## config.mk

```make
export PLATFORM = sky130hd
export DESIGN_NAME = button_pot_input_qualifier
export DESIGN_NICKNAME = d
export VERILOG_FILES = /design/src/rtl/bpiq_pkg.sv /design/src/rtl/button_pot_input_qualifier.sv /design/src/rtl/bpiq_front.sv /design/src/rtl/bpiq_fifo.sv /design/src/rtl/bpiq_back.sv
export SDC_FILE = /design/constraint.sdc
export NUM_CORES = 1
export LEC_CHECK = 0
export BUFFER_PORTS_ARGS = -buffer_cell sky130_fd_sc_hd__buf_2
export CORE_MARGIN = 2
export CORE_UTILIZATION = 55
export DETAILED_ROUTE_END_ITERATION = 8
export HOLD_SLACK_MARGIN = 0.03
export PLACE_DENSITY = 0.74
export SLEW_MARGIN = 30
export SYNTH_ARGS = -nofsm -noshare
export SYNTH_HDL_FRONTEND = slang
export SYNTH_HIERARCHICAL = 1
export SYNTH_SLANG_ARGS = --single-unit
```

## constraint.sdc

```tcl
create_clock -name clk_i -period 7.5 [get_ports clk_i]
set_input_delay 1.875 -clock clk_i [delete_from_list [all_inputs] [get_ports clk_i]]
set_output_delay 1.875 -clock clk_i [all_outputs]
set_load 0.02 [all_outputs]
```

## src/rtl/bpiq_pkg.sv

```systemverilog
// Shared types, constants and codes of the button and pot input qualifier.
package bpiq_pkg;

  // Panel size and counter width.
  localparam int NUM_BUTTONS  = 16;
  localparam int NUM_KNOBS    = 8;
  localparam int NUM_SLIDERS  = 2;
  localparam int ONTIME_WIDTH = 16;

  // Derived index widths; the play button sits after the step buttons.
  localparam int NUM_BTN_CH = NUM_BUTTONS + 1;
  localparam int BTN_IDX_W  = $clog2(NUM_BTN_CH);
  localparam int KNOB_IDX_W = $clog2(NUM_KNOBS);
  localparam int SLD_IDX_W  = (NUM_SLIDERS > 1) ? $clog2(NUM_SLIDERS) : 1;

  // Field widths.
  localparam int CH_W       = 5;
  localparam int RAW_W      = 10;
  localparam int LEVEL_W    = 7;
  localparam int PROD_W     = RAW_W + LEVEL_W;
  localparam int WIGGLE_W   = 4;
  localparam int CLOCK_W    = 32;
  localparam int CFG_IDX_W  = 3;
  localparam int CFG_DATA_W = 16;

  // Knob channels with their own rules.
  localparam int KNOB_FIXED_CH = 3;
  localparam int KNOB_ZERO_CH  = 6;

  // Analog scaling: raw * LEVEL_RANGE / LEVEL_FULL_SCALE.
  localparam int LEVEL_RANGE      = 100;
  localparam int LEVEL_FULL_SCALE = 1023;

  // Slider wiggle counter.
  localparam int WIGGLE_MAX     = 15;
  localparam int WIGGLE_TRIGGER = 6;
  localparam int WIGGLE_STEP_UP = 2;

  // Register reset values.
  localparam int DEBOUNCE_RESET      = 10;
  localparam int LONG_PRESS_RESET    = 500;
  localparam int CHANGE_THR_RESET    = 1;
  localparam int BIG_CHANGE_RESET    = 30;
  localparam int DOUBLE_WINDOW_RESET = 500;

  // Command queue between front and back.
  localparam int QUEUE_DEPTH = 2;
  localparam int QPTR_W      = (QUEUE_DEPTH > 1) ? $clog2(QUEUE_DEPTH) : 1;
  localparam int QCNT_W      = $clog2(QUEUE_DEPTH + 1);

  typedef enum logic [1:0] {
    OP_TICK   = 2'd0,
    OP_BUTTON = 2'd1,
    OP_KNOB   = 2'd2,
    OP_SLIDER = 2'd3
  } op_e;

  typedef enum logic [CFG_IDX_W-1:0] {
    CFG_DEBOUNCE       = 3'd0,
    CFG_LONG_PRESS     = 3'd1,
    CFG_CHANGE_THR     = 3'd2,
    CFG_BIG_CHANGE_THR = 3'd3,
    CFG_DOUBLE_WINDOW  = 3'd4
  } cfg_reg_e;

  typedef enum logic [2:0] {
    CMD_TICK   = 3'd0,
    CMD_STEP   = 3'd1,
    CMD_PLAY   = 3'd2,
    CMD_KNOB   = 3'd3,
    CMD_SLIDER = 3'd4
  } cmd_e;

  typedef struct packed {
    op_e              op;
    logic [CH_W-1:0]  channel;
    logic             pressed;
    logic [RAW_W-1:0] raw_level;
  } in_item_t;

  typedef struct packed {
    logic [CH_W-1:0]     which;
    logic                held;
    logic                quick_press;
    logic                double_press;
    logic [LEVEL_W-1:0]  value;
    logic                changed;
    logic [WIGGLE_W-1:0] wiggle_count;
    logic                wiggle_trigger;
  } out_item_t;

  typedef struct packed {
    logic [7:0]         debounce_ms;
    logic [15:0]        long_press_ms;
    logic [LEVEL_W-1:0] change_threshold;
    logic [LEVEL_W-1:0] big_change_threshold;
    logic [15:0]        double_press_window_ms;
  } cfg_t;

  typedef struct packed {
    cmd_e               kind;
    logic [CH_W-1:0]    channel;
    logic               pressed;
    logic [LEVEL_W-1:0] level;
  } cmd_t;

endpackage

```

## src/rtl/button_pot_input_qualifier.sv

```systemverilog
// Top level of the control panel input qualifier: register file and front/back wiring.
//
// Usage: input items (ms tick, button sample, knob sample, slider sample) arrive on
// the in_valid_i/in_ready_o channel as in_item_i. A tick updates the ms clock and the
// button on-time counters and gives no result; every other item with a channel in
// range gives one result on out_valid_o/out_ready_i as out_item_o. Items with a
// channel out of range are taken and dropped.
// Throughput is one item per cycle while the receiver takes results. Each item is
// written into the command queue at its transfer in, and the execution stage then
// loads the result register from the queue head. The two-entry queue and the result
// register let input transfers continue while a result waits.
// When the receiver stalls, the result register holds and the queue fills; once it
// is full, in_ready_o drops. A tick at the queue head still drains while a result waits.
// Configuration writes on cfg_valid_i/cfg_ready_o are always taken; indexes beyond
// the register list are ignored. Reset clears all panel state and loads the default
// register values; the block is ready as soon as reset ends.
module button_pot_input_qualifier (
  input  logic                                clk_i,
  input  logic                                rst_ni,
  input  logic                                in_valid_i,
  output logic                                in_ready_o,
  input  bpiq_pkg::in_item_t                  in_item_i,
  output logic                                out_valid_o,
  input  logic                                out_ready_i,
  output bpiq_pkg::out_item_t                 out_item_o,
  input  logic                                cfg_valid_i,
  output logic                                cfg_ready_o,
  input  logic [bpiq_pkg::CFG_IDX_W-1:0]      cfg_index_i,
  input  logic [bpiq_pkg::CFG_DATA_W-1:0]     cfg_data_i
);

  bpiq_pkg::cfg_t cfg_q;
  logic           q_full;
  logic           q_push;
  bpiq_pkg::cmd_t q_push_data;
  logic           q_pop;
  logic           q_valid;
  bpiq_pkg::cmd_t q_head;

  assign cfg_ready_o = 1'b1;

  // Configuration registers.
  always_ff @(posedge clk_i or negedge rst_ni) begin
    if (!rst_ni) begin
      cfg_q.debounce_ms            <= 8'(bpiq_pkg::DEBOUNCE_RESET);
      cfg_q.long_press_ms          <= 16'(bpiq_pkg::LONG_PRESS_RESET);
      cfg_q.change_threshold       <= bpiq_pkg::LEVEL_W'(bpiq_pkg::CHANGE_THR_RESET);
      cfg_q.big_change_threshold   <= bpiq_pkg::LEVEL_W'(bpiq_pkg::BIG_CHANGE_RESET);
      cfg_q.double_press_window_ms <= 16'(bpiq_pkg::DOUBLE_WINDOW_RESET);
    end else if (cfg_valid_i && cfg_ready_o) begin
      unique case (cfg_index_i)
        bpiq_pkg::CFG_DEBOUNCE:       cfg_q.debounce_ms <= cfg_data_i[7:0];
        bpiq_pkg::CFG_LONG_PRESS:     cfg_q.long_press_ms <= cfg_data_i;
        bpiq_pkg::CFG_CHANGE_THR: begin
          cfg_q.change_threshold <= cfg_data_i[bpiq_pkg::LEVEL_W-1:0];
        end
        bpiq_pkg::CFG_BIG_CHANGE_THR: begin
          cfg_q.big_change_threshold <= cfg_data_i[bpiq_pkg::LEVEL_W-1:0];
        end
        bpiq_pkg::CFG_DOUBLE_WINDOW:  cfg_q.double_press_window_ms <= cfg_data_i;
        default: begin
          cfg_q <= cfg_q;
        end
      endcase
    end
  end

  // Front end: accept and classify.
  bpiq_front u_front (
    .clk_i      (clk_i),
    .rst_ni     (rst_ni),
    .in_valid_i (in_valid_i),
    .in_ready_o (in_ready_o),
    .in_item_i  (in_item_i),
    .q_full_i   (q_full),
    .push_o     (q_push),
    .cmd_o      (q_push_data)
  );

  // Command queue.
  bpiq_fifo u_fifo (
    .clk_i       (clk_i),
    .rst_ni      (rst_ni),
    .push_i      (q_push),
    .push_data_i (q_push_data),
    .full_o      (q_full),
    .pop_i       (q_pop),
    .valid_o     (q_valid),
    .head_o      (q_head)
  );

  // Back end: execute and report.
  bpiq_back u_back (
    .clk_i       (clk_i),
    .rst_ni      (rst_ni),
    .cfg_i       (cfg_q),
    .q_valid_i   (q_valid),
    .cmd_i       (q_head),
    .pop_o       (q_pop),
    .out_valid_o (out_valid_o),
    .out_ready_i (out_ready_i),
    .out_item_o  (out_item_o)
  );

endmodule

```

## src/rtl/bpiq_front.sv

```systemverilog
// Front end: accepts input items, drops bad channels, scales analog samples.
module bpiq_front (
  input  logic               clk_i,
  input  logic               rst_ni,
  input  logic               in_valid_i,
  output logic               in_ready_o,
  input  bpiq_pkg::in_item_t in_item_i,
  input  logic               q_full_i,
  output logic               push_o,
  output bpiq_pkg::cmd_t     cmd_o
);

  logic                              keep;
  logic [bpiq_pkg::PROD_W-1:0]       prod;
  logic [bpiq_pkg::LEVEL_W-1:0]      quot0;
  logic [bpiq_pkg::RAW_W:0]          rem;
  logic [bpiq_pkg::LEVEL_W-1:0]      level;
  logic [31:0]                       ch_ext;

  // The queue has room, so the item can be taken.
  assign in_ready_o = !q_full_i;
  assign push_o     = in_valid_i && in_ready_o && keep;
  assign ch_ext     = 32'(in_item_i.channel);

  // Scale to 0..100: x / 1023 = x / 1024 plus one where the remainder reaches 1023.
  assign prod  = bpiq_pkg::PROD_W'(in_item_i.raw_level) *
                 bpiq_pkg::PROD_W'(bpiq_pkg::LEVEL_RANGE);
  assign quot0 = prod[bpiq_pkg::PROD_W-1:bpiq_pkg::RAW_W];
  assign rem   = (bpiq_pkg::RAW_W+1)'(prod[bpiq_pkg::RAW_W-1:0]) +
                 (bpiq_pkg::RAW_W+1)'(quot0);
  assign level = quot0 + bpiq_pkg::LEVEL_W'(rem >=
                 (bpiq_pkg::RAW_W+1)'(bpiq_pkg::LEVEL_FULL_SCALE));

  // Classify the item; channels out of range for their op are dropped.
  always_comb begin
    keep          = 1'b0;
    cmd_o.kind    = bpiq_pkg::CMD_TICK;
    cmd_o.channel = in_item_i.channel;
    cmd_o.pressed = in_item_i.pressed;
    cmd_o.level   = level;
    unique case (in_item_i.op)
      bpiq_pkg::OP_TICK: begin
        keep = 1'b1;
      end
      bpiq_pkg::OP_BUTTON: begin
        if (ch_ext < 32'(bpiq_pkg::NUM_BUTTONS)) begin
          keep       = 1'b1;
          cmd_o.kind = bpiq_pkg::CMD_STEP;
        end else if (ch_ext == 32'(bpiq_pkg::NUM_BUTTONS)) begin
          keep       = 1'b1;
          cmd_o.kind = bpiq_pkg::CMD_PLAY;
        end
      end
      bpiq_pkg::OP_KNOB: begin
        if (ch_ext < 32'(bpiq_pkg::NUM_KNOBS)) begin
          keep       = 1'b1;
          cmd_o.kind = bpiq_pkg::CMD_KNOB;
        end
      end
      bpiq_pkg::OP_SLIDER: begin
        if (ch_ext < 32'(bpiq_pkg::NUM_SLIDERS)) begin
          keep       = 1'b1;
          cmd_o.kind = bpiq_pkg::CMD_SLIDER;
        end
      end
      default: begin
        keep = 1'b0;
      end
    endcase
  end

  // A scaled level never exceeds the top of the range.
  a_level_range: assert property (@(posedge clk_i) disable iff (!rst_ni)
    push_o |-> (cmd_o.level <= bpiq_pkg::LEVEL_W'(bpiq_pkg::LEVEL_RANGE)))
    else $error("scaled level above range");

endmodule

```

## src/rtl/bpiq_fifo.sv

```systemverilog
// Short command queue between the front end and the execution back end.
module bpiq_fifo (
  input  logic           clk_i,
  input  logic           rst_ni,
  input  logic           push_i,
  input  bpiq_pkg::cmd_t push_data_i,
  output logic           full_o,
  input  logic           pop_i,
  output logic           valid_o,
  output bpiq_pkg::cmd_t head_o
);

  bpiq_pkg::cmd_t              mem_q [bpiq_pkg::QUEUE_DEPTH];
  logic [bpiq_pkg::QPTR_W-1:0] wr_ptr_q, wr_ptr_d;
  logic [bpiq_pkg::QPTR_W-1:0] rd_ptr_q, rd_ptr_d;
  logic [bpiq_pkg::QCNT_W-1:0] count_q, count_d;

  assign full_o  = (count_q == bpiq_pkg::QCNT_W'(bpiq_pkg::QUEUE_DEPTH));
  assign valid_o = (count_q != '0);
  assign head_o  = mem_q[rd_ptr_q];

  // Pointer and fill count update.
  always_comb begin
    wr_ptr_d = wr_ptr_q;
    rd_ptr_d = rd_ptr_q;
    count_d  = count_q;
    if (push_i) begin
      wr_ptr_d = (wr_ptr_q == bpiq_pkg::QPTR_W'(bpiq_pkg::QUEUE_DEPTH - 1)) ? '0 :
                 wr_ptr_q + 1'b1;
    end
    if (pop_i) begin
      rd_ptr_d = (rd_ptr_q == bpiq_pkg::QPTR_W'(bpiq_pkg::QUEUE_DEPTH - 1)) ? '0 :
                 rd_ptr_q + 1'b1;
    end
    if (push_i && !pop_i) begin
      count_d = count_q + 1'b1;
    end else if (pop_i && !push_i) begin
      count_d = count_q - 1'b1;
    end
  end

  always_ff @(posedge clk_i or negedge rst_ni) begin
    if (!rst_ni) begin
      wr_ptr_q <= '0;
      rd_ptr_q <= '0;
      count_q  <= '0;
    end else begin
      wr_ptr_q <= wr_ptr_d;
      rd_ptr_q <= rd_ptr_d;
      count_q  <= count_d;
    end
  end

  // Entry storage needs no reset.
  always_ff @(posedge clk_i) begin
    if (push_i) begin
      mem_q[wr_ptr_q] <= push_data_i;
    end
  end

  // The fill count stays within the depth and is never pushed past full.
  a_count_bound: assert property (@(posedge clk_i) disable iff (!rst_ni)
    count_q <= bpiq_pkg::QCNT_W'(bpiq_pkg::QUEUE_DEPTH))
    else $error("queue count above depth");
  a_no_overflow: assert property (@(posedge clk_i) disable iff (!rst_ni)
    (full_o && !pop_i) |-> !push_i)
    else $error("push into a full queue");

endmodule

```

## src/rtl/bpiq_back.sv

```systemverilog
// Back end: executes queued commands against the panel state, drives the result register.
module bpiq_back (
  input  logic                clk_i,
  input  logic                rst_ni,
  input  bpiq_pkg::cfg_t      cfg_i,
  input  logic                q_valid_i,
  input  bpiq_pkg::cmd_t      cmd_i,
  output logic                pop_o,
  output logic                out_valid_o,
  input  logic                out_ready_i,
  output bpiq_pkg::out_item_t out_item_o
);

  logic [bpiq_pkg::ONTIME_WIDTH-1:0] on_time_q [bpiq_pkg::NUM_BTN_CH];
  logic [bpiq_pkg::ONTIME_WIDTH-1:0] on_time_d [bpiq_pkg::NUM_BTN_CH];
  logic [bpiq_pkg::NUM_BTN_CH-1:0]   debounced_q, debounced_d;
  logic [bpiq_pkg::LEVEL_W-1:0]      knob_q [bpiq_pkg::NUM_KNOBS];
  logic [bpiq_pkg::LEVEL_W-1:0]      knob_d [bpiq_pkg::NUM_KNOBS];
  logic [bpiq_pkg::LEVEL_W-1:0]      slider_q [bpiq_pkg::NUM_SLIDERS];
  logic [bpiq_pkg::LEVEL_W-1:0]      slider_d [bpiq_pkg::NUM_SLIDERS];
  logic [bpiq_pkg::WIGGLE_W-1:0]     wiggle_q [bpiq_pkg::NUM_SLIDERS];
  logic [bpiq_pkg::WIGGLE_W-1:0]     wiggle_d [bpiq_pkg::NUM_SLIDERS];
  logic [bpiq_pkg::CLOCK_W-1:0]      ms_clock_q, ms_clock_d;
  logic [bpiq_pkg::CLOCK_W-1:0]      last_quick_q, last_quick_d;

  logic                              out_valid_q;
  bpiq_pkg::out_item_t               out_q;
  logic                              res_valid;
  bpiq_pkg::out_item_t               res;

  logic [bpiq_pkg::BTN_IDX_W-1:0]    btn_idx;
  logic [bpiq_pkg::KNOB_IDX_W-1:0]   knob_idx;
  logic [bpiq_pkg::SLD_IDX_W-1:0]    sld_idx;
  logic [bpiq_pkg::ONTIME_WIDTH-1:0] ot;
  logic [31:0]                       ot_ext;
  logic                              above_debounce;
  logic                              below_long;
  logic                              step_quick;
  logic                              play_quick;
  logic [bpiq_pkg::CLOCK_W-1:0]      since_quick;
  logic                              in_window;
  logic [bpiq_pkg::LEVEL_W-1:0]      knob_prev;
  logic [bpiq_pkg::LEVEL_W-1:0]      knob_diff;
  logic                              knob_moved;
  logic [bpiq_pkg::LEVEL_W-1:0]      sld_prev;
  logic [bpiq_pkg::LEVEL_W-1:0]      sld_diff;
  logic                              sld_moved;
  logic [bpiq_pkg::LEVEL_W-1:0]      sld_new;
  logic [bpiq_pkg::WIGGLE_W-1:0]     wig;
  logic [bpiq_pkg::WIGGLE_W:0]       wig_up;
  logic [bpiq_pkg::WIGGLE_W-1:0]     wig_new;
  logic                              slot_free;

  // A tick needs no result slot; everything else waits for a free one.
  assign slot_free   = !out_valid_q || out_ready_i;
  assign pop_o       = q_valid_i && (slot_free || (cmd_i.kind == bpiq_pkg::CMD_TICK));
  assign out_valid_o = out_valid_q;
  assign out_item_o  = out_q;

  // Channel indexes and the reads of the addressed entries.
  assign btn_idx   = bpiq_pkg::BTN_IDX_W'(cmd_i.channel);
  assign knob_idx  = bpiq_pkg::KNOB_IDX_W'(cmd_i.channel);
  assign sld_idx   = bpiq_pkg::SLD_IDX_W'(cmd_i.channel);
  assign ot        = on_time_q[btn_idx];
  assign knob_prev = knob_q[knob_idx];
  assign sld_prev  = slider_q[sld_idx];
  assign wig       = wiggle_q[sld_idx];

  // Button timing compares.
  assign ot_ext         = 32'(ot);
  assign above_debounce = ot_ext > 32'(cfg_i.debounce_ms);
  assign below_long     = ot_ext < 32'(cfg_i.long_press_ms);
  assign step_quick     = !cmd_i.pressed && debounced_q[btn_idx] && below_long;
  assign play_quick     = step_quick && above_debounce;
  assign since_quick    = ms_clock_q - last_quick_q;
  assign in_window      = since_quick < bpiq_pkg::CLOCK_W'(cfg_i.double_press_window_ms);

  // Deadband compares for knobs and sliders.
  assign knob_diff  = (cmd_i.level > knob_prev) ? cmd_i.level - knob_prev :
                      knob_prev - cmd_i.level;
  assign knob_moved = knob_diff > cfg_i.change_threshold;
  assign sld_diff   = (cmd_i.level > sld_prev) ? cmd_i.level - sld_prev :
                      sld_prev - cmd_i.level;
  assign sld_moved  = sld_diff > cfg_i.change_threshold;
  assign sld_new    = sld_moved ? cmd_i.level : sld_prev;

  // Wiggle counter: up by two on a big registered swing, else down by one.
  assign wig_up = (bpiq_pkg::WIGGLE_W+1)'(wig) +
                  (bpiq_pkg::WIGGLE_W+1)'(bpiq_pkg::WIGGLE_STEP_UP);
  always_comb begin
    if (sld_moved && (sld_diff > cfg_i.big_change_threshold)) begin
      wig_new = (wig_up > (bpiq_pkg::WIGGLE_W+1)'(bpiq_pkg::WIGGLE_MAX)) ?
                bpiq_pkg::WIGGLE_W'(bpiq_pkg::WIGGLE_MAX) : wig_up[bpiq_pkg::WIGGLE_W-1:0];
    end else begin
      wig_new = (wig == '0) ? '0 : wig - 1'b1;
    end
  end

  // Execute the command at the queue head.
  always_comb begin
    on_time_d    = on_time_q;
    debounced_d  = debounced_q;
    knob_d       = knob_q;
    slider_d     = slider_q;
    wiggle_d     = wiggle_q;
    ms_clock_d   = ms_clock_q;
    last_quick_d = last_quick_q;
    res          = '0;
    res.which    = cmd_i.channel;
    res_valid    = 1'b0;
    if (pop_o) begin
      unique case (cmd_i.kind)
        bpiq_pkg::CMD_TICK: begin
          ms_clock_d = ms_clock_q + 1'b1;
          for (int j = 0; j < bpiq_pkg::NUM_BTN_CH; j++) begin
            if (on_time_q[j] != '1) begin
              on_time_d[j] = on_time_q[j] + 1'b1;
            end
          end
        end
        bpiq_pkg::CMD_STEP: begin
          res_valid       = 1'b1;
          res.quick_press = step_quick;
          if (!cmd_i.pressed) begin
            on_time_d[btn_idx] = '0;
            res.held           = 1'b0;
          end else begin
            res.held = above_debounce;
          end
          debounced_d[btn_idx] = res.held;
        end
        bpiq_pkg::CMD_PLAY: begin
          res_valid        = 1'b1;
          res.quick_press  = play_quick;
          res.double_press = play_quick && in_window;
          res.held         = cmd_i.pressed && above_debounce;
          if (play_quick) begin
            last_quick_d = ms_clock_q;
          end
          if (!cmd_i.pressed) begin
            on_time_d[btn_idx] = '0;
          end
          debounced_d[btn_idx] = res.held;
        end
        bpiq_pkg::CMD_KNOB: begin
          res_valid = 1'b1;
          if (32'(cmd_i.channel) == 32'(bpiq_pkg::KNOB_FIXED_CH)) begin
            knob_d[knob_idx] = cmd_i.level;
            res.value        = cmd_i.level;
            res.changed      = 1'b0;
          end else if (32'(cmd_i.channel) == 32'(bpiq_pkg::KNOB_ZERO_CH)) begin
            knob_d[knob_idx] = cmd_i.level;
            res.value        = cmd_i.level;
            res.changed      = (cmd_i.level == '0) && (knob_prev != '0);
          end else begin
            res.changed = knob_moved;
            res.value   = knob_moved ? cmd_i.level : knob_prev;
            if (knob_moved) begin
              knob_d[knob_idx] = cmd_i.level;
            end
          end
        end
        bpiq_pkg::CMD_SLIDER: begin
          res_valid          = 1'b1;
          slider_d[sld_idx]  = sld_new;
          wiggle_d[sld_idx]  = wig_new;
          res.value          = sld_new;
          res.changed        = sld_moved;
          res.wiggle_count   = wig_new;
          res.wiggle_trigger = wig_new > bpiq_pkg::WIGGLE_W'(bpiq_pkg::WIGGLE_TRIGGER);
        end
        default: begin
          res_valid = 1'b0;
        end
      endcase
    end
  end

  // Panel state.
  always_ff @(posedge clk_i or negedge rst_ni) begin
    if (!rst_ni) begin
      for (int j = 0; j < bpiq_pkg::NUM_BTN_CH; j++) begin
        on_time_q[j] <= '0;
      end
      for (int j = 0; j < bpiq_pkg::NUM_KNOBS; j++) begin
        knob_q[j] <= '0;
      end
      for (int j = 0; j < bpiq_pkg::NUM_SLIDERS; j++) begin
        slider_q[j] <= '0;
        wiggle_q[j] <= '0;
      end
      debounced_q  <= '0;
      ms_clock_q   <= '0;
      last_quick_q <= '0;
    end else begin
      on_time_q    <= on_time_d;
      knob_q       <= knob_d;
      slider_q     <= slider_d;
      wiggle_q     <= wiggle_d;
      debounced_q  <= debounced_d;
      ms_clock_q   <= ms_clock_d;
      last_quick_q <= last_quick_d;
    end
  end

  // Result register valid flag.
  always_ff @(posedge clk_i or negedge rst_ni) begin
    if (!rst_ni) begin
      out_valid_q <= 1'b0;
    end else if (res_valid) begin
      out_valid_q <= 1'b1;
    end else if (out_ready_i) begin
      out_valid_q <= 1'b0;
    end
  end

  // Result payload.
  always_ff @(posedge clk_i) begin
    if (res_valid) begin
      out_q <= res;
    end
  end

  // A double press is always a quick press, and a quick press is never held.
  a_double_is_quick: assert property (@(posedge clk_i) disable iff (!rst_ni)
    (out_valid_q && out_q.double_press) |-> out_q.quick_press)
    else $error("double press without quick press");
  a_quick_not_held: assert property (@(posedge clk_i) disable iff (!rst_ni)
    out_valid_q |-> !(out_q.held && out_q.quick_press))
    else $error("quick press reported while held");
  a_tick_advances: assert property (@(posedge clk_i) disable iff (!rst_ni)
    (pop_o && (cmd_i.kind == bpiq_pkg::CMD_TICK)) |=>
    (ms_clock_q == $past(ms_clock_q) + 1'b1))
    else $error("tick did not advance the ms clock");

endmodule
```

Word level (Yosys, flattened, before mapping):

Memories as Yosys holds them, arrays and structs flattened.
Cells that the tools add are included.

* flip-flop bits (word level): 511
* RAM bits: 32
* output and inout bits: 24
* word-level logic and storage cells: 310
* memories: 1

Memories
* u_fifo.mem_q: depth 2, bits a word 16, rd ports 1, clocked after memory_dff 0, wr ports 1, RTL line bpiq_fifo.sv:13 `bpiq_pkg::cmd_t mem_q [bpiq_pkg::QUEUE_DEPTH];`

* $add $sub $neg: 31
* multiply operators: 1
* order comparisons: 22
* equality and inequality tests: 50
* multiplexer cells: 86
* bitwise operators: 5
* reduce and logical (&&, ||, !) cells: 65

Operator list (count)
* case mux 272 bit (2 select lines): 1
* 2-to-1 mux 16 bit: 20
* adder 16 x 1 -> 16 bit (second input constant): 17
* AND 272 bit: 1
* 2-to-1 mux 272 bit: 1
* != test 16 bit (second input constant): 17
* NOT 272 bit: 1
* 2-to-1 mux 56 bit: 3
* binary-select mux 16 bit (select 5 bit): 1
* demux 16 bit (select 5 bit): 1
* 2-to-1 mux 7 bit: 11
* AND reduction 4 bit: 17
* bitwise mux 56 bit: 1
* != test 2 bit (second input constant): 18
* > comparator 7 bit: 5
* bitwise mux 17 bit: 2
* case mux 17 bit (2 select lines): 1
* adder 32 x 1 -> 32 bit (second input constant): 1
* < comparator 32 x 16 -> 1 bit: 1
* subtractor 32 bit: 1
* 2-to-1 mux 4 bit: 7
* subtractor 7 bit: 4
* binary-select mux 7 bit (select 3 bit): 1
* demux 7 bit (select 3 bit): 1
* 63 further kinds: 126

Logic depth before layout (Yosys ltp):

Gate-level depths: netlist of run 1.
An unclocked memory read counts as a cell.

* word-level depth: 12
* mapped depth: 34

Hierarchy:

The synthesis of run 1 kept the hierarchy.

Modules (own cells, without submodules)
* bpiq_back: times used 1, cells each 3064, area each 28925.2 µm², seq. area each 11441.0 µm²
* button_pot_input_qualifier: times used 1, cells each 120, area each 2094.5 µm², seq. area each 1375.1 µm²
* bpiq_front: times used 1, cells each 182, area each 1483.9 µm², seq. area each 0.0 µm²
* bpiq_fifo: times used 1, cells each 66, area each 1395.1 µm², seq. area each 1061.0 µm²

Least setup slack after synthesis of run 1:

Ideal clock, no wire load.

* kind: flip-flop to flip-flop
* from: register u_fifo.rd_ptr_q
* to: register u_back.out_q, in the netlist u_back/out_item_o[0], data pin
* library setup time: 0.254 ns
* arrival: 7.365 ns
* required time: 7.246 ns
* slack: -0.119 ns
* cell stages (with the launch flop): 34
* path buffers: 12
* period minus slack after synthesis: 7.619 ns
* cell sequence: dfrtp_1 -> buf_6 -> buf_12 -> mux2_4 -> buf_2 -> buf_4 -> buf_4 -> buf_4 -> buf_4 -> buf_4 -> buf_4 -> buf_2 -> mux2_2 -> ha_1 -> inv_1 -> nor3_1 -> nand4_1 -> o21ai_0 -> o21a_1 -> clkbuf_1 -> mux2_2 -> a211o_1 -> a31oi_1 -> xnor2_1 -> ha_1 -> and4_1 -> o21a_1 -> o31ai_1 -> a211o_1 -> clkbuf_1 -> a21oi_1 -> a311oi_1 -> nor2_1 -> a21o_1

RTL lines
* start: declaration: RTL line bpiq_fifo.sv:15 `logic [bpiq_pkg::QPTR_W-1:0] rd_ptr_q, rd_ptr_d;`
* start signal: assignment: RTL line bpiq_fifo.sv:49 `rd_ptr_q <= rd_ptr_d;`
* end signal: assignment: RTL line bpiq_back.sv:220 `out_q <= res;`
* end: declaration: RTL line bpiq_back.sv:27 `bpiq_pkg::out_item_t out_q;`

==> flow_metrics.env, run 1 <==
export IMPL_firstDrtPassIters=6
export IMPL_clock_sinks=543
export IMPL_gp_congestion=0.906
export IMPL_cts_root_buffer="clkbuf_16"
export IMPL_hp_class="reg2reg"
export IMPL_rows=91
export IMPL_hpwlAfterDp_mm=61.0
export IMPL_setup_viol=0
export IMPL_drt_total_wl_mm=86.3
export IMPL_regToRegStartpoint="u_fifo/rd_ptr_q$_DFFE_PN0P_"
export IMPL_async_reset_ff_share_pct=90.2
export IMPL_htree_levels=2
export IMPL_io_pins=66
export IMPL_area_growth_pct=9.01
export IMPL_start_util_pct=55.2
export IMPL_synth_edf_count=53
export IMPL_grt_pass1_vias=25400
export IMPL_cts_buffer_depth=3
export IMPL_r2r_slack_ps=760
export IMPL_ys_seq_elements=543
export IMPL_most_common_layout_cells="dfrtp_1, nand2_1, o21ai_0"
export IMPL_core_region_area_um2=61400
export IMPL_yosysSeqAreaShare_pct=40.9
export IMPL_cts_tree="done"
export IMPL_fp_dieArea_um2=63600
export IMPL_fin_nets=3683
export IMPL_cp_max_fo=20
export IMPL_grt_antenna_before_repair=10
export IMPL_grt_pass1_wl_mm=139
export IMPL_drt_iter0_drc=2610
export IMPL_end_kind="register"
export IMPL_fmax_mhz=148
export IMPL_rsz0062_at_grt="no"
export IMPL_ys_warn_count=6
export IMPL_crit_type="reg2reg"
export IMPL_met2_length_mm=38.6
export IMPL_power_per_cell_area_nw_per_um2=391
export IMPL_wl_met3_mm=6.56
export IMPL_slowest_stage="or4_1"
export IMPL_grt_max_degree=179
export IMPL_wl_per_cell_um=20.1
export IMPL_slowest_delay_ps=760
export IMPL_grt_overflow=0
export IMPL_grt_usage_pct=27.2
export IMPL_crit_path_end="u_back/knob_q[34]$_DFFE_PN0P_"
export IMPL_die_w_um=252
export IMPL_total_power_mw=14.5
export IMPL_arrival_ps=7260
export IMPL_outcome="complete, no violations"
export IMPL_ctsHoldBuffers=0
export IMPL_ant_nets=0
export IMPL_tightest_slew_ps=959
export IMPL_period_share_pct=89.8
export IMPL_cts_resized=0
export IMPL_post_cts_buffers=0
export IMPL_critPathBufInv=2
export IMPL_start_kind="register"
export IMPL_worst_path_stages=21
export IMPL_synthDistinctLibCells=96
export IMPL_worstHoldPathCells=2
export IMPL_peakVddDrop_uv=280
export IMPL_slew_limit_headroom_pct=35.6
export IMPL_required_ps=8020
export IMPL_wl_met1_mm=38.3
export IMPL_clkTransAtPathRegs_ps=60
export IMPL_setup_tns_final_ps=0
export IMPL_worstSetupStartpoint="u_fifo/rd_ptr_q$_DFFE_PN0P_"
export IMPL_cp_cell_sequence="buf_4 -> mux2_4 -> mux4_2 -> mux2i_1 -> inv_1 -> ha_1 -> a21oi_1 -> o21bai_1 -> a31oi_1 -> o21a_1 -> mux2_2 -> a211o_1 -> a31oi_1 -> xnor2_1 -> ha_1 -> and4_1 -> nand4_1 -> nand2_1 -> o2111a_1 -> or4_1 -> mux2_2"
export IMPL_report_final_slew_viol_count=0
export IMPL_critPathTopFamily="multiplexers"
export IMPL_die_y_um=252
export IMPL_viasPerCell=6.31
export IMPL_min_period_ps=6740
export IMPL_hold_viol=0
export IMPL_topRoutingLayerUsed="met5"
export IMPL_r2r_end="u_back/knob_q[34]$_DFFE_PN0P_"
export IMPL_synthFlopType="dfrtp_1"
export IMPL_postSynthAreaPerCell_um2=9.88
export IMPL_cts_inserted_buffers=61
export IMPL_drive_above_1_share_pct=14.9
export IMPL_fin_skew_ps=33.9
export IMPL_clkLatencyLatePin_ps=640
export IMPL_r2r_cells=21
export IMPL_layout_commonest_cell="dfrtp_1"
export IMPL_drv_cap=0
export IMPL_syn_inst=3432
export IMPL_syn_area_um2=33900
export IMPL_leakage_nw=15.9
export IMPL_io_buffers=64
export IMPL_syn_nets=3667
export IMPL_drc_errors=0
export IMPL_routed_via_count=27100
## synth_stat cells (all sizes together) (6+ instances only)
cell type	count	area [µm²]
a211o	6	52.6
a211oi	12	108
a21o	32	240
a21oi	127	636
a221oi	8	76.3
a22o	38	333
a22oi	7	52.6
a31oi	44	275
a41o	8	80.1
a41oi	11	96.3
and2	19	121
and3	50	313
and4	12	106
buf	55	357
clkbuf	91	342
dfrtp	471	11800
dfstp	19	499
edfxtp	53	1590
fa	11	220
ha	182	2280
inv	168	631
mux2	187	2240
mux2i	92	921
mux4	78	1770
nand2	355	1330
nand2b	25	156
nand3	175	876
nand4	81	507
nor2	193	724
nor2b	24	150
nor3	106	531
nor3b	7	63.8
nor4	12	93.8
o211ai	22	170
o21a	27	203
o21ai	370	1850
o21bai	7	52.6
o22ai	12	75.1
o31ai	33	248
o41ai	10	95.1
or2	24	153
or3	13	82.6
or4	11	82.6
xnor2	50	438
xor2	33	289
## cells by family (layout without fill, tap and decap cells)
group,Yosys count,in the layout,share of synthesized area (%)
DFF,543,543,40.9
other,1,3,0.0111
and+or+nand+nor,1125,1125,16.1
AOI/OAI and AO/OA,813,813,14.8
buffers and inverters,314,382,3.92
adders and majority gates,196,196,7.46
muxes,357,357,14.5
xor gates and xnor gates,83,83,2.14
## how the worst min path moves through the flow
stage / from / end
2_1_floorplan: u_back/slider_q[0]$_DFFE_PN0P_ / u_back/slider_q[0]$_DFFE_PN0P_
3_3_place_gp: u_back/slider_q[1]$_DFFE_PN0P_ / u_back/slider_q[1]$_DFFE_PN0P_
3_5_place_dp: u_back/slider_q[0]$_DFFE_PN0P_ / u_back/slider_q[0]$_DFFE_PN0P_
4_1_cts: u_fifo/count_q[1]$_DFFE_PN0P_ / u_fifo/count_q[1]$_DFFE_PN0P_
5_1_grt: u_fifo/count_q[1]$_DFFE_PN0P_ / u_fifo/count_q[1]$_DFFE_PN0P_
6_report: u_back/wiggle_q[3]$_DFFE_PN0P_ / u_back/wiggle_q[3]$_DFFE_PN0P_
## per-stage QoR
stage	util (%)	cells	setup WS (ps)	hold slack [ps]	cell area, µm²
global route	60.2	4292	348	496	37000
finish	60.2	4292	763	480	37000
floorplan	-	3432	34.0	444	33900
CTS	60.1	4289	809	481	36900
detailed placement	56.8	4174	179	468	34900
global placement	56.8	4171	226	456	34900
## layout make-up
type                       instances  area (µm²)
clock buffer                      83        1710
clock inverter                    32         317
fill                            5036       24400
antenna                            2        5.00
sequential                       543       13900
multi-input combinational       2575       18800
tap                              790         988
inverter                         168         631
timing repair buffer              99         642
## worst register-to-register path: cells and delay by family (launching register included)
family	cells	cell delay, ps
adder cells (fa/ha/maj)	2	630
multiplexers	5	2010
AND/OR/NAND/NOR	4	1170
buffers and inverters	2	520
AO/OA/AOI/OAI	7	1770
XOR/XNOR	1	170
flip-flops	1	380
## registers in the layout (all words and copies together), names as in the netlist, 14 cells and up
name and cells:
u_back/slider_q 14, u_back/debounced_q 17, u_back/ms_clock_q 32, u_fifo/mem_q 32
u_back/out_item_o 21, u_back/on_time_q 272, u_back/knob_q 56, cfg_q 54
u_back/last_quick_q 32
## routing by layer
metal  global-route usage (%)  vias to the layer above
met2                     41.9                      932
met3                     5.23                      183
met1                     38.5                    13200
met4                     9.06                       12
met5                        0                        -
li1                         -                    12700
## where the power goes
group	internal [mW]	switching (mW)	leakage (nW)
sequential	3.70	0.633	6.77
combinational	2.81	4.30	8.19
clock	1.77	1.25	0.986
total	8.28	6.18	15.9
(Power assumes the default switching activity.)
==> run 2: changes to the inputs <==
Settings changed: SYNTH_HIERARCHICAL 1 to not set.
==> flow_metrics.env, run 2 <==
export IMPL_htree_levels=2
export IMPL_fin_nets=3827
export IMPL_drc_errors=0
export IMPL_min_from="u_back.last_quick_q[7]$_DFFE_PN0P_"
export IMPL_wl_met1_mm=39.3
export IMPL_hp_class="reg2reg"
export IMPL_hpwlAfterDp_mm=65.8
export IMPL_core_region_area_um2=60000
export IMPL_clkTransAtPathRegs_ps=60
export IMPL_setup_viol=0
export IMPL_start_util_pct=55.4
export IMPL_syn_inst=3544
export IMPL_synth_top_area_share_pct=35.5
export IMPL_io_pins=66
export IMPL_clkLatencyLatePin_ps=640
export IMPL_stdcell_count=4425
export IMPL_fin_area_um2=36500
export IMPL_ys_seq_elements=543
export IMPL_met2_length_mm=40.8
export IMPL_topRoutingLayerUsed="met4"
export IMPL_most_common_layout_cells="nand2_1, dfrtp_1, o21ai_0"
export IMPL_cts_buffer_depth=3
export IMPL_place_ws_ps=592
export IMPL_clock_sinks=543
export IMPL_cts_root_buffer="clkbuf_16"
export IMPL_ant_nets=0
export IMPL_worstHoldPathCells=2
export IMPL_insertedDiodeCount=0
export IMPL_synthFlopType="dfrtp_1"
export IMPL_start_kind="register"
export IMPL_end_kind="register"
export IMPL_syn_area_um2=33200
export IMPL_power_per_cell_area_nw_per_um2=395
export IMPL_die_y_um=250
export IMPL_io_buffers=64
export IMPL_yosys_top_cells_area="dfrtp_1, ha_1, nand2_1"
export IMPL_leakage_nw=16.3
export IMPL_slew_limit_headroom_pct=39.3
export IMPL_fmax_mhz=145
export IMPL_place_area_um2=34400
export IMPL_holdWs_ps=477
export IMPL_arrival_ps=7370
export IMPL_postSynthAreaPerCell_um2=9.38
export IMPL_total_power_mw=14.4
export IMPL_report_final_slew_viol_count=0
export IMPL_layout_commonest_cell="nand2_1"
export IMPL_rsz0062_at_grt="no"
export IMPL_layout_setup_ws_ps=619
export IMPL_cp_max_fo=25
export IMPL_dp_cells=4314
export IMPL_grt_max_degree=161
export IMPL_grt_usage_pct=29.0
export IMPL_period_share_pct=91.7
export IMPL_yosysTopAreaCell="dfrtp_1"
export IMPL_ys_warn_count=0
export IMPL_drt_iter0_drc=2930
export IMPL_viasPerCell=6.26
export IMPL_synthDistinctLibCells=98
export IMPL_die_w_um=250
export IMPL_crit_type="reg2reg"
export IMPL_drt_total_wl_mm=90.7
export IMPL_reg_top3="u_back.on_time_q x272, u_back.knob_q x56, cfg_q x54"
export IMPL_r2r_cells=26
export IMPL_min_period_ps=6880
export IMPL_cts_inserted_buffers=58
export IMPL_syn_nets=3776
export IMPL_wl_met3_mm=7.41
export IMPL_setup_tns_final_ps=0
export IMPL_regMostFlops="u_back.on_time_q"
export IMPL_r2r_slack_ps=620
export IMPL_cts_tree="done"
export IMPL_outcome="complete, no violations"
export IMPL_required_ps=7990
export IMPL_drive_above_1_share_pct=11.3
export IMPL_area_growth_pct=9.69
export IMPL_worstSetupStartpoint="u_fifo.rd_ptr_q$_DFFE_PN0P_"
export IMPL_hold_viol=0
export IMPL_grt_overflow=0
export IMPL_cts_resized=0
export IMPL_utilization_pct=60.7
export IMPL_grt_antenna_before_repair=0
export IMPL_largest_reg_flops=272
export IMPL_fin_skew_ps=31.5
export IMPL_rows=90
export IMPL_drv_cap=0
export IMPL_grt_pass1_vias=26200
export IMPL_async_reset_ff_share_pct=90.2
export IMPL_yosysSeqAreaShare_pct=41.8
export IMPL_wl_per_cell_um=20.5
export IMPL_regToRegStartpoint="u_fifo.rd_ptr_q$_DFFE_PN0P_"
export IMPL_gp_congestion=0.963
export IMPL_yosysMostFrequentCell="nand2_1"
export IMPL_ctsHoldBuffers=0
export IMPL_peakVddDrop_uv=283
export IMPL_grt_pass1_wl_mm=145
export IMPL_fp_dieArea_um2=62400
export IMPL_synth_edf_count=53
export IMPL_firstDrtPassIters=6
export IMPL_tightest_slew_ps=908
export IMPL_yosys_top_cells_count="nand2_1, dfrtp_1, o21ai_0"
export IMPL_post_cts_buffers=0
export IMPL_routed_via_count=27700
## run 2: cell count changes in the layout (fill, tap and decap cells not counted), sizes merged, moves of 16 or more
| cell | change |
|---|---|
| nand2 | +157 |
| mux2 | -125 |
| a21oi | +46 |
| nor2 | +41 |
| nor3 | -38 |
| nand3 | +31 |
| buf | +20 |
| mux2i | +20 |
| a31oi | -19 |
| mux4 | -19 |
| o211ai | +19 |
| and3 | +18 |
| nand4 | -18 |
| xnor2 | +16 |
## run 2: path summary, 6_finish.rpt
| kind | endpoint |
|---|---|
| worst max-delay path | u_back.knob_q[4]$_DFFE_PN0P_ |
| worst min register to register | u_back.last_quick_q[7]$_DFFE_PN0P_ |
| worst max register to register | u_back.knob_q[4]$_DFFE_PN0P_ |
| min in group asynchronous | u_back.on_time_q[36]$_DFFE_PN0P_ |
| worst min-delay path | u_back.last_quick_q[7]$_DFFE_PN0P_ |
| max in group asynchronous | u_back.knob_q[38]$_DFFE_PN0P_ |
## run 2: logic make-up (layout without fill, tap and decap cells)
group,count (synthesis),in the layout,share of synthesized area [%]
compound gates,875,875,16.3
xor+xnor,92,92,2.42
fa+ha+maj,190,190,7.40
buf+inv,308,407,3.81
flops,543,543,41.8
mux,233,233,9.90
other cells,1,1,0.0113
simple gates,1302,1302,18.4
## run 2: area by class of cell
cell class                 instances  area [µm²]
clock buffer                      80        1650
clock inverter                    28         293
fill                            5062       23600
inverter                         180         678
multi-input combinational       2693       18100
sequential                       543       13900
tap                              782         978
timing repair buffer             119         828
## run 2: worst max-delay path: stages (launching register included)
cell and delay (ps):
dfrtp_2 540, buf_4 350, mux2i_2 320, inv_2 240, mux4_2 350, mux2i_1 400, inv_1 180, ha_1 340
nor2b_1 140, o21ai_0 220, a21oi_1 120, o21ai_0 210, nand2_1 300, mux2i_1 320, o221ai_1 190, a221oi_1 250
o21ai_0 130, xor2_1 160, ha_1 290, and4_1 190, nand4_1 110, nand2_1 70, a21oi_1 260, nor3_4 130
or4_1 660, nand2_1 140, o21ai_0 90
## run 2: where the power goes
group	internal [mW]	switching [mW]	leakage (nW)
Combinational	2.80	4.37	8.45
Sequential	3.65	0.607	6.88
Clock	1.71	1.24	0.959
Total	8.16	6.22	16.3
## run 2: layer usage
metal	global-route usage, %	vias up
li1	-	13000
met4	10.8	0
met1	41.4	13400
met5	0	-
met3	5.12	214
met2	44.4	1043
